`src/rtl/core/mkprd_pkg.sv`:
```
`timescale 1ns / 1ps
`default_nettype none
// ----------------------------------------------------------------------------
// mkprd_pkg
// Shared constants and types of the multi-key press/release debouncer.
// ----------------------------------------------------------------------------
package mkprd_pkg;

    localparam int NUM_CHANNELS = 8;   // active lanes, 1..8
    localparam int KEY_COUNT    = 8;   // width of the key and event masks

    localparam int ELAPSED_W = 16;
    localparam int FTIME_W   = 8;
    localparam int CFG_IDX_W = 3;
    localparam int SUM_W     = ELAPSED_W + 1;

    localparam logic [FTIME_W-1:0] FTIME_RESET = 8'd20;

    // Channel phase codes
    localparam logic [1:0] PH_IDLE       = 2'd0;
    localparam logic [1:0] PH_PRESS_FILT = 2'd1;
    localparam logic [1:0] PH_WAIT_REL   = 2'd2;
    localparam logic [1:0] PH_REL_FILT   = 2'd3;

    // Event masks of one tick, press in the low byte
    typedef struct packed {
        logic [KEY_COUNT-1:0] release_mask;
        logic [KEY_COUNT-1:0] press_mask;
    } event_mask_t;

    // What one lane found on the current tick
    typedef struct packed {
        logic press;
        logic release_evt;
    } lane_evt_t;

endpackage : mkprd_pkg
`default_nettype wire

```
`src/rtl/core/mkprd_lane.sv`:
```
`timescale 1ns / 1ps
`default_nettype none
// ----------------------------------------------------------------------------
// mkprd_lane
// One debounce channel: four-phase machine with a filter time counter.
// ----------------------------------------------------------------------------
module mkprd_lane
(
    input  wire logic                               clk,
    input  wire logic                               rst_n,
    input  wire logic                               tick,        // input transfer
    input  wire logic                               level,
    input  wire logic [mkprd_pkg::ELAPSED_W-1:0]    elapsed_ms,
    input  wire logic [mkprd_pkg::FTIME_W-1:0]      filter_time,
    output mkprd_pkg::lane_evt_t                    evt
);

    logic [1:0]                      phase_reg, phase_next;
    // The count stays below the filter time while held, so 8 bits suffice
    logic [mkprd_pkg::FTIME_W-1:0]   count_reg, count_next;
    logic [mkprd_pkg::SUM_W-1:0]     sum;
    logic                            reached;

    assign sum     = {{(mkprd_pkg::SUM_W-mkprd_pkg::FTIME_W){1'b0}}, count_reg}
                   + {1'b0, elapsed_ms};
    assign reached = sum >= {{(mkprd_pkg::SUM_W-mkprd_pkg::FTIME_W){1'b0}}, filter_time};

    always_comb
    begin
        phase_next      = phase_reg;
        count_next      = count_reg;
        evt.press       = 1'b0;
        evt.release_evt = 1'b0;
        unique case (phase_reg)
            mkprd_pkg::PH_IDLE:
            begin
                if (level)
                begin
                    count_next = '0;
                    phase_next = mkprd_pkg::PH_PRESS_FILT;
                end
            end
            mkprd_pkg::PH_PRESS_FILT:
            begin
                count_next = sum[mkprd_pkg::FTIME_W-1:0];
                if (reached)
                begin
                    evt.press  = level;
                    phase_next = level ? mkprd_pkg::PH_WAIT_REL : mkprd_pkg::PH_IDLE;
                end
            end
            mkprd_pkg::PH_WAIT_REL:
            begin
                if (!level)
                begin
                    count_next = '0;
                    phase_next = mkprd_pkg::PH_REL_FILT;
                end
            end
            default:
            begin
                count_next = sum[mkprd_pkg::FTIME_W-1:0];
                if (reached)
                begin
                    evt.release_evt = !level;
                    phase_next = level ? mkprd_pkg::PH_WAIT_REL : mkprd_pkg::PH_IDLE;
                end
            end
        endcase
    end

    always_ff @(posedge clk or negedge rst_n)
    begin
        if (!rst_n)
        begin
            phase_reg <= mkprd_pkg::PH_IDLE;
            count_reg <= '0;
        end
        else if (tick)
        begin
            phase_reg <= phase_next;
            count_reg <= count_next;
        end
    end

endmodule : mkprd_lane
`default_nettype wire

```
`src/rtl/core/mkprd_merge.sv`:
```
`timescale 1ns / 1ps
`default_nettype none
// ----------------------------------------------------------------------------
// mkprd_merge
// Gather the lane events into masks; output register plus skid stage.
// ----------------------------------------------------------------------------
module mkprd_merge
(
    input  wire logic                               clk,
    input  wire logic                               rst_n,
    input  wire logic                               in_fire,
    input  wire logic [mkprd_pkg::KEY_COUNT-1:0]    press_vec,
    input  wire logic [mkprd_pkg::KEY_COUNT-1:0]    release_vec,
    output logic                                    in_ready,
    output logic                                    out_valid,
    input  wire logic                               out_ready,
    output mkprd_pkg::event_mask_t                  out_data
);

    mkprd_pkg::event_mask_t  merged;
    mkprd_pkg::event_mask_t  out_reg, out_next;
    mkprd_pkg::event_mask_t  skid_reg, skid_next;
    logic                    out_valid_reg, out_valid_next;
    logic                    skid_valid_reg, skid_valid_next;
    logic                    out_fire;

    assign merged.press_mask   = press_vec;
    assign merged.release_mask = release_vec;
    assign out_fire            = out_valid_reg && out_ready;
    assign in_ready            = !skid_valid_reg;
    assign out_valid           = out_valid_reg;
    assign out_data            = out_reg;

    always_comb
    begin
        out_next        = out_reg;
        skid_next       = skid_reg;
        out_valid_next  = out_valid_reg;
        skid_valid_next = skid_valid_reg;
        if (!out_valid_reg || out_fire)
        begin
            // Output slot frees up: drain the skid first, then the new tick
            if (skid_valid_reg)
            begin
                out_next        = skid_reg;
                out_valid_next  = 1'b1;
                skid_valid_next = 1'b0;
            end
            else
            begin
                out_next       = merged;
                out_valid_next = in_fire;
            end
        end
        else if (in_fire)
        begin
            // Receiver stalls: park the tick in the skid
            skid_next       = merged;
            skid_valid_next = 1'b1;
        end
    end

    always_ff @(posedge clk or negedge rst_n)
    begin
        if (!rst_n)
        begin
            out_valid_reg  <= 1'b0;
            skid_valid_reg <= 1'b0;
        end
        else
        begin
            out_valid_reg  <= out_valid_next;
            skid_valid_reg <= skid_valid_next;
        end
    end

    always_ff @(posedge clk)
    begin
        out_reg  <= out_next;
        skid_reg <= skid_next;
    end

endmodule : mkprd_merge
`default_nettype wire

```
`src/rtl/core/multi_key_press_release_debounce_top.sv`:
```
`timescale 1ns / 1ps
`default_nettype none
// ----------------------------------------------------------------------------
// multi_key_press_release_debounce_top
// Eight-channel key debouncer with filtering on both press and release.
// ----------------------------------------------------------------------------
// Usage:
//   Each transfer on the s_axis channel is one time tick: the milliseconds
//   passed since the previous tick and one raw level bit per key. Every tick
//   yields exactly one transfer on m_axis with the press and release event
//   masks found on that tick.
//   The lanes update on the accepting edge, which also loads the masks into
//   the output register (or the skid if full). One tick per cycle is kept
//   up with m_axis_tready high, set by the single add and compare per lane.
//   When the receiver stalls, one further tick is held in a skid stage and
//   s_axis_tready drops only once both output register and skid are full.
//   Reset puts every channel in idle with a cleared count, empties the
//   output stages, and loads 20 ms into every filter time register.
//   Filter times are written through cfg_we/cfg_index/cfg_wdata, one per
//   cycle, and take effect at the next compare of that channel.
// ----------------------------------------------------------------------------
module multi_key_press_release_debounce_top
(
    input  wire logic                                clk,
    input  wire logic                                rst_n,
    // Configuration write port
    input  wire logic                                cfg_we,
    input  wire logic [mkprd_pkg::CFG_IDX_W-1:0]     cfg_index,
    input  wire logic [mkprd_pkg::FTIME_W-1:0]       cfg_wdata,
    // Tick input
    input  wire logic                                s_axis_tvalid,
    output logic                                     s_axis_tready,
    input  wire logic [23:0]                         s_axis_tdata,  // elapsed_ms[15:0], key_levels[23:16]
    // Event output
    output logic                                     m_axis_tvalid,
    input  wire logic                                m_axis_tready,
    output logic [15:0]                              m_axis_tdata   // press_events[7:0], release_events[15:8]
);

    logic [mkprd_pkg::FTIME_W-1:0]    filter_time_reg [mkprd_pkg::KEY_COUNT];
    logic                             in_fire;
    logic [mkprd_pkg::ELAPSED_W-1:0]  elapsed_ms;
    logic [mkprd_pkg::KEY_COUNT-1:0]  key_levels;
    logic [mkprd_pkg::KEY_COUNT-1:0]  press_vec;
    logic [mkprd_pkg::KEY_COUNT-1:0]  release_vec;
    mkprd_pkg::event_mask_t           out_data;

    assign in_fire    = s_axis_tvalid && s_axis_tready;
    assign elapsed_ms = s_axis_tdata[mkprd_pkg::ELAPSED_W-1:0];
    assign key_levels = s_axis_tdata[mkprd_pkg::ELAPSED_W +: mkprd_pkg::KEY_COUNT];

    // Filter time registers: plain write, no read-back
    always_ff @(posedge clk or negedge rst_n)
    begin
        if (!rst_n)
        begin
            for (int i = 0; i < mkprd_pkg::KEY_COUNT; i++)
            begin
                filter_time_reg[i] <= mkprd_pkg::FTIME_RESET;
            end
        end
        else if (cfg_we)
        begin
            filter_time_reg[cfg_index] <= cfg_wdata;
        end
    end

    // One lane per active channel; unused channels report no events
    for (genvar g = 0; g < mkprd_pkg::KEY_COUNT; g++)
    begin : g_lane
        if (g < mkprd_pkg::NUM_CHANNELS)
        begin : g_on
            mkprd_pkg::lane_evt_t evt;

            mkprd_lane u_lane
            (
                .clk         (clk),
                .rst_n       (rst_n),
                .tick        (in_fire),
                .level       (key_levels[g]),
                .elapsed_ms  (elapsed_ms),
                .filter_time (filter_time_reg[g]),
                .evt         (evt)
            );

            assign press_vec[g]   = evt.press;
            assign release_vec[g] = evt.release_evt;
        end
        else
        begin : g_off
            assign press_vec[g]   = 1'b0;
            assign release_vec[g] = 1'b0;
        end
    end

    // Merge the lane events and hold them for the receiver
    mkprd_merge u_merge
    (
        .clk         (clk),
        .rst_n       (rst_n),
        .in_fire     (in_fire),
        .press_vec   (press_vec),
        .release_vec (release_vec),
        .in_ready    (s_axis_tready),
        .out_valid   (m_axis_tvalid),
        .out_ready   (m_axis_tready),
        .out_data    (out_data)
    );

    assign m_axis_tdata = out_data;

endmodule : multi_key_press_release_debounce_top
`default_nettype wire
```
`config.mk`:
```
export PLATFORM = sky130hd
export DESIGN_NAME = multi_key_press_release_debounce_top
export DESIGN_NICKNAME = d
export VERILOG_FILES = /design/src/rtl/core/mkprd_pkg.sv /design/src/rtl/core/mkprd_lane.sv /design/src/rtl/core/mkprd_merge.sv /design/src/rtl/core/multi_key_press_release_debounce_top.sv
export SDC_FILE = /design/constraint.sdc
export NUM_CORES = 1
export LEC_CHECK = 0
export ABC_AREA = 1
export BUFFER_PORTS_ARGS = -buffer_cell sky130_fd_sc_hd__buf_2
export CAP_MARGIN = 20
export CORE_MARGIN = 2
export CORE_UTILIZATION = 46
export CTS_BUF_LIST = sky130_fd_sc_hd__clkbuf_2
export DETAILED_ROUTE_END_ITERATION = 16
export SLEW_MARGIN = 15
export SYNTH_ARGS = -nofsm -noshare
export SYNTH_HDL_FRONTEND = slang
export SYNTH_SLANG_ARGS = --single-unit
```
`constraint.sdc`:
```
create_clock -name clk -period 2.6 [get_ports clk]
set_input_delay 0.26 -clock clk [delete_from_list [all_inputs] [get_ports clk]]
set_output_delay 0.26 -clock clk [all_outputs]
set_load 0.05 [all_outputs]
```
==> results of run 1 <==
==> where the power goes <==
| part | internal, mW | switching (mW) |
|---|---|---|
| combinational | 6.76 | 7.22 |
| sequential | 3.72 | 0.577 |
| clock | 0.554 | 1.13 |
==> per-layer routing <==
| layer | up-vias | track usage, % | wire length [um] |
|---|---|---|---|
| met5 | - | 0 | 17 |
| met4 | 2 | 10.1 | 1350 |
| met3 | 83 | 4.43 | 3010 |
| met2 | 452 | 51.0 | 22400 |
| met1 | 6925 | 41.4 | 21600 |
| li1 | 7427 | - | - |
==> cell type report <==
type | count | share of cell area [%]
antenna | 2 | 0.0262
clock buffer | 17 | 0.446
clock inverter | 15 | 0.931
inverter | 380 | 7.52
multi-input combinational | 1482 | 45.2
sequential | 178 | 24.3
tap | 396 | 2.60
timing repair buffer | 466 | 19.1
==> layout by cell type, fill, tap and decap left out, types with 10 or more instances in the layout <==
cell type	synthesis	routed
xnor2_1	16	10
dlygate4sd3_1	0	49
buf_12	0	10
o21ai_0	115	112
nand3_1	150	132
o22ai_1	17	17
nand2_2	3	38
xor2_1	31	12
buf_4	4	347
nor2_1	139	126
nand4_1	45	45
ha_2	0	10
nand2_1	719	677
ha_1	128	110
inv_2	4	26
xor2_2	0	19
buf_2	6	56
edfxtp_1	32	32
dfrtp_1	130	130
a21oi_2	2	10
nand3_2	2	15
nor2_2	15	25
clkbuf_2	0	17
a21oi_1	43	35
inv_1	372	351
dfstp_2	16	16
==> timing repair <==
action,CTS,global route
hold endpoints to repair,303,0
hold buffers,50,0
pin swaps,49,53
gates resized for setup,78,58
setup endpoints to repair,48,48
setup buffers,33,14
==> kinds of logic (layout without fill, tap and decap cells) <==
kind of cell	count (synthesis)	count (layout)	share of synthesized area, %
fa+ha+maj	136	136	12.5
flops	178	178	32.8
compound gates	207	207	8.05
buf+inv	409	878	11.4
simple gates	1092	1092	32.3
xor+xnor	47	47	2.92
other cells	0	2	0
==> worst min path at each step <==
| stage | cells past startpoint | start | endpoint |
|---|---|---|---|
| after floorplan | 0 | rst_n | asynchronous set/reset pin |
| after global placement | 1 | rst_n | asynchronous set/reset pin |
| final | 7 | s_axis_tdata[5] | g_lane[3].g_on.u_lane.count_reg[5] |
| after global routing | 5 | s_axis_tdata[0] | g_lane[4].g_on.u_lane.count_reg[0] |
| after detailed placement | 1 | rst_n | asynchronous set/reset pin |
| after CTS | 8 | s_axis_tdata[13] | g_lane[5].g_on.u_lane.phase_reg[0] |
==> worst max-delay path: cells and delay by family (launching register included) <==
| family | cells | cell delay, ns |
|---|---|---|
| DFF | 1 | 0.42 |
| and+or+nand+nor | 10 | 0.99 |
| AOI/OAI and AO/OA | 2 | 0.28 |
| adders and majority gates | 3 | 0.85 |
| buffers and inverters | 2 | 0.13 |
| xor gates and xnor gates | 1 | 0.15 |
==> run_results.csv, run 1 <==
group,metric,value,unit
run_status,violations,"setup timing",
worst_setup_path,r2r_cells,18,
global_routing,grt_first_pass_wirelength,75400,um
global_routing,grt_max_degree,47,
worst_setup_path,slowest_stage,"dfrtp_1",
worst_setup_path,ff2ff_setup_slack,-0.43,ns
die,row_count,64,
placed_design,place.gp.congestion,0.953,
cells_and_area,final_util,62.7,%
worst_setup_path,worstPathRequired,3.25,ns
synth,syn_avg_cell_area,6.82,um^2
timing,relSlewSlack,37.9,%
placed_design,place.port_buffers,57,
timing,finalHoldViolCount,0,
worst_setup_path,critPathCaptureType,"flop",
timing,hold_ws,0.142,ns
global_routing,groute.usage.overall,30.8,%
route,detail_route.wl_per_cell,16.5,um
synth,synth_edf_count,32,
clocking,clk_latency,0.90,ns
power_and_ir_drop,power_leakage,10.3,nW
worst_setup_path,arrival,3.68,ns
synth,yosysMostFrequentCell,"nand2_1",
worst_setup_path,worst_r2r_endpoint,"u_merge.out_data[2]",
timing,fmax,0.330,GHz
synth,syn_area,14100,um^2
synth,netlist.area_leader.share,23.1,%
synth,syn_inst,2069,
timing,tightest_slew,0.927,ns
cells_and_area,n_fill_cell,2793,
placed_design,place_ws,-0.725,ns
clocking,cts_tree,"built",
cells_and_area,area_growth,35.3,%
worst_setup_path,worst-path-max-fanout,4,
placed_design,place_inst,2805,
job,max_cap_viol_count,0,
timing,period_minus_slack,3.03,ns
worst_setup_path,crit_path_frequent_cell,"nand2_2",
placed_design,dpl_cell_area,17300,um^2
cells_and_area,multi_input_area,8620,um^2
placed_design,dp_hpwl,35500,um
route,drt-total-wl,48400,um
global_routing,grt.overflow.total,0,
synth,synth.area.top_cells,"dfrtp_1 (23%), nand2_1 (19%), ha_1 (11%)",
cells_and_area,fin_nets,2701,
die,die_width,179,um
synth,synth.largest_area_cell,"dfrtp_1",
cells_and_area,final_area,19100,um^2
global_routing,grt_pass1_vias,14300,
route,drcViolationCount,0,
power_and_ir_drop,ir_worst_vdd,0.567,mV
synth,synth_seq_cells,178,
route,drt_first_iter_violations,1131,
power_and_ir_drop,p_per_area,1050,nW/um^2
die,dieArea,32100,um^2
clocking,ctsRootBufferMaster,"clkbuf_2",
worst_setup_path,crit_path_cell_trace,"ha_2 -> inv_2 -> fa_2 -> inv_2 -> nand2_2 -> nand2_2 -> nand2_2 -> xnor2_2 -> ha_1 -> nand2_1 -> o21bai_1 -> nand3_2 -> a21oi_2 -> nand3_1 -> nor2_1 -> nand3_2 -> nand4_1 -> nand2_1",
worst_setup_path,critPathLaunch,"g_lane[2].g_on.u_lane.count_reg[0]",
synth,synthTopCellsByCount,"nand2_1 (719), inv_1 (372), nand3_1 (150), nor2_1 (139), dfrtp_1 (130)",
timing,worst_slack,-0.433,ns
global_routing,antenna_found_initial,3,
cells_and_area,instances_no_fill,2936,
worst_setup_path,r2r-start,"g_lane[2].g_on.u_lane.count_reg[0]",
cells_and_area,drive_above_1_share,26.2,%
synth,synthArstFlopShare,82.0,%
synth,yosysWarnings,0,
worst_setup_path,startpoint_type,"flop",
timing,finalSetupTns,-15.37,ns
timing,rsz0062_at_grt,"true",
route,drt_pass1_iterations,9,
timing,fin_skew,0.0526,ns
worst_setup_path,endpoint,"u_merge.out_data[2]",
timing,setup_viol,48,
timing,fin_crit_sh,117,%
synth,dominantRegCellSynth,"dfrtp_1",
cells_and_area,ff_latch_area,4630,um^2
clocking,htree_levels,4,
die,core_area,30400,um^2
clocking,cts.path.max_buffers,2,
route,viasPerCell,5.07,
die,ios,58,
clocking,numCtsBuffers,17,
worst_setup_path,crit_type,"reg -> reg",
die,start_util,46.4,%
power_and_ir_drop,finalPower,20.0,mW
run_status,status,"finished with violations",
worst_setup_path,cpPeakStageDelay,0.42,ns
route,ant_nets,0,
route,routed-via-count,14900,
synth,synth_nets,2245,
synth,ys_seq_area_share,32.8,%
synth,yosysUniqueCellTypes,45,
clocking,clkTransAtPathRegs,0.26,ns
min_path,worstHoldPathType,"in -> reg",
timing,maxSlewViolCount,0,
die,die_y,179,um
clocking,cts_num_sinks,178,
No activity file was read; power rests on OpenSTA's default activity.
==> run 2, diff against run 1 <==
Settings changed: SYNTH_HIERARCHICAL from default to 1.
==> run 2 against run 1 <==
  * The run still ends with setup timing left
  * Maximum frequency shrank 1.3%
  * Sequential power shrank 1%
  * Design area grew 6.5%
  * Register-to-register slack lost 0.04 ns
  * Non-clock buffer count shrank 25
  * Synthesized cell count grew 13%
  * Largest power group unchanged
==> run_results.csv, run 2 <==
group,metric,value,unit
run_status,status,"finished with violations",
run_status,violations,"setup timing",
worst_setup_path,critPathCaptureType,"flop",
min_path,hold_end,"g_lane[3].g_on.u_lane/count_reg[1]",
power_and_ir_drop,p_per_area,954,nW/um^2
worst_setup_path,crit_type,"reg -> reg",
synth,synth_nets,2514,
global_routing,groute.usage.overall,28.8,%
route,drt_pass1_iterations,5,
clocking,cts_tree,"built",
cells_and_area,drive_above_1_share,26.7,%
min_path,worstHoldPathType,"in -> reg",
clocking,cts_num_sinks,178,
synth,synthTopCellsByCount,"nand2_1 (887), inv_1 (446), nand3_1 (192), dfrtp_1 (130), nor2_1 (129)",
placed_design,place.port_buffers,57,
worst_setup_path,ff2ff_setup_slack,-0.47,ns
timing,period_minus_slack,3.07,ns
worst_setup_path,worst-path-max-fanout,3,
route,drcViolationCount,0,
worst_setup_path,arrival,3.66,ns
cells_and_area,final_util,62.2,%
power_and_ir_drop,ir_worst_vdd,0.485,mV
min_path,hold_depth,5,
cells_and_area,ff_latch_area,4630,um^2
die,ios,58,
cells_and_area,final_common_cell,"nand2_1",
cells_and_area,multi_input_area,9620,um^2
timing,rsz0062_at_grt,"true",
route,drt_first_iter_violations,1141,
route,routed-via-count,16100,
synth,synth.largest_area_cell,"nand2_1",
synth,ys_seq_area_share,30.3,%
synth,synth-compound-area-share,4.36,%
die,die_width,186,um
synth,syn_inst,2338,
global_routing,grt_first_pass_wirelength,79500,um
synth,synthMuxAreaShare,0,%
synth,synth_fa_ha_area_share,11.5,%
synth,synth.area.top_cells,"nand2_1 (22%), dfrtp_1 (21%), inv_1 (11%)",
synth,yosysMostFrequentCell,"nand2_1",
route,detail_route.wl_per_cell,15.4,um
timing,fmax,0.325,GHz
synth,synth_seq_cells,178,
synth,yosysWarnings,6,
synth,yosysUniqueCellTypes,38,
placed_design,place.gp.congestion,0.957,
job,max_cap_viol_count,0,
die,row_count,66,
placed_design,place_inst,3100,
die,core_area,32700,um^2
route,ant_nets,0,
global_routing,grt.overflow.total,0,
worst_setup_path,startpoint_type,"flop",
synth,synth_edf_count,32,
min_path,hold_path_startpoint,"s_axis_tdata[1]",
clocking,numCtsBuffers,17,
timing,worst_slack,-0.473,ns
route,drt-total-wl,50000,um
synth,syn_avg_cell_area,6.55,um^2
power_and_ir_drop,power_leakage,11.5,nW
synth,synthSimpleGateAreaFrac,39.2,%
worst_setup_path,r2r_cells,23,
synth,synth_top_family_by_area,"simple AND/OR/NAND/NOR gates",
synth,synthArstFlopShare,82.0,%
synth,synth-xor-area-share,2.69,%
cells_and_area,final_area,20300,um^2
clocking,ctsRootBufferMaster,"clkbuf_2",
worst_setup_path,worst_r2r_endpoint,"u_merge/out_data[2]",
global_routing,grt_pass1_vias,15600,
placed_design,dp_hpwl,36300,um
global_routing,antenna_found_initial,1,
timing,fin_crit_sh,118,%
die,start_util,46.8,%
worst_setup_path,r2r-start,"g_lane[2].g_on.u_lane/count_reg[0]",
cells_and_area,final_cell_mix,"nand2_1 (845), inv_1 (426), buf_4 (327)",
synth,dominantRegCellSynth,"dfrtp_1",
cells_and_area,area_growth,32.8,%
route,viasPerCell,4.96,
worst_setup_path,worstPathRequired,3.19,ns
timing,relSlewSlack,55.3,%
timing,finalHoldViolCount,0,
global_routing,grt_max_degree,56,
timing,setup_viol,48,
clocking,cts.path.max_buffers,2,
placed_design,dpl_cell_area,18500,um^2
clocking,htree_levels,4,
die,die_y,186,um
cells_and_area,instances_no_fill,3238,
clocking,clk_latency,0.81,ns
placed_design,place_ws,-0.776,ns
timing,fin_skew,0.0455,ns
synth,syn_area,15300,um^2
cells_and_area,fin_nets,2958,
power_and_ir_drop,finalPower,19.4,mW
synth,netlist.area_leader.share,21.7,%
die,dieArea,34800,um^2
timing,tightest_slew,0.669,ns
timing,maxSlewViolCount,0,
clocking,clkTransAtPathRegs,0.29,ns
cells_and_area,n_fill_cell,2976,
==> run 2: worst max-delay path by stage <==
stage / cells past startpoint / from / end
finish: 23 / g_lane[2].g_on.u_lane/count_reg[0] / u_merge/out_data[2]
global route: 23 / g_lane[2].g_on.u_lane/count_reg[0] / u_merge/out_data[10]
CTS: 23 / g_lane[5].g_on.u_lane/count_reg[0] / u_merge/out_data[13]
detailed placement: 24 / s_axis_tdata[0] / u_merge/out_data[13]
global placement: 24 / s_axis_tdata[0] / u_merge/out_data[13]
floorplan: 23 / g_lane[4].g_on.u_lane/count_reg[0] / u_merge/out_data[4]
==> run 2: cells by family after synthesis <==
| kind of cell | count (synthesis) |
|---|---|
| adders and majority gates | 136 |
| xor gates and xnor gates | 47 |
| buffers and inverters | 474 |
| DFF | 178 |
| and+or+nand+nor | 1383 |
| AOI/OAI and AO/OA | 120 |
==> run 2: through the flow <==
| stage | hold slack (ns) | setup TNS [ns] |
|---|---|---|
| after floorplan | -0.0356 | -3.97 |
| after global placement | 0.303 | -27.12 |
| after detailed placement | 0.302 | -28.64 |
| after CTS | 0.00417 | -14.07 |
| after global routing | 0.0142 | -23.96 |
| final | 0.0983 | -14.84 |
==> run 2: cell type report <==
cell class,instances,area share [%]
Multi-Input combinational cell,1686,47.3
Sequential cell,178,22.8
Timing Repair Buffer,441,17.4
Inverter,458,8.49
Tap cell,442,2.72
Clock inverter,13,0.855
Clock buffer,19,0.468
Antenna cell,1,0.0123
==> run 2: critical path, cell delays in order (launching register included) <==
cell	delay, ns
dfrtp_1	0.42
ha_2	0.19
inv_2	0.04
fa_2	0.39
inv_2	0.07
nand2_2	0.05
nand2_2	0.07
and2_4	0.17
nand2_2	0.05
nand2_2	0.07
xor2_2	0.16
ha_1	0.26
nand2_1	0.08
inv_2	0.04
nand4_1	0.07
nand2_1	0.08
a21oi_1	0.12
nand2_1	0.08
nor2_2	0.12
nand3_2	0.10
nand2_2	0.10
nor2_2	0.04
nand2_1	0.05
nand2_1	0.05
==> run 2: what timing repair did <==
item | CTS | global route
endpoints found under the hold margin | 241 | 0
resized for setup | 74 | 77
buffers inserted | 52 | 22
endpoints found under the setup margin | 48 | 48
pin swaps | 32 | 63
hold buffers | 32 | 0
==> run 2: metal layers <==
layer / up-vias / global-route usage, % / part of all wire [%]
met2: 455 / 49.2 / 47
li1: 8111 / - / -
met1: 7358 / 37.1 / 44
met4: 0 / 11.4 / 4.3
met5: - / 0 / 0
met3: 128 / 3.95 / 5.2
==> run 2: power breakdown <==
group | total, mW | internal, mW | switching [mW] | leakage, nW
Combinational | 13.5 | 6.37 | 7.12 | 9.19
Clock | 1.66 | 0.569 | 1.09 | 0.162
Sequential | 4.25 | 3.72 | 0.529 | 2.13
Total | 19.4 | 10.7 | 8.74 | 11.5
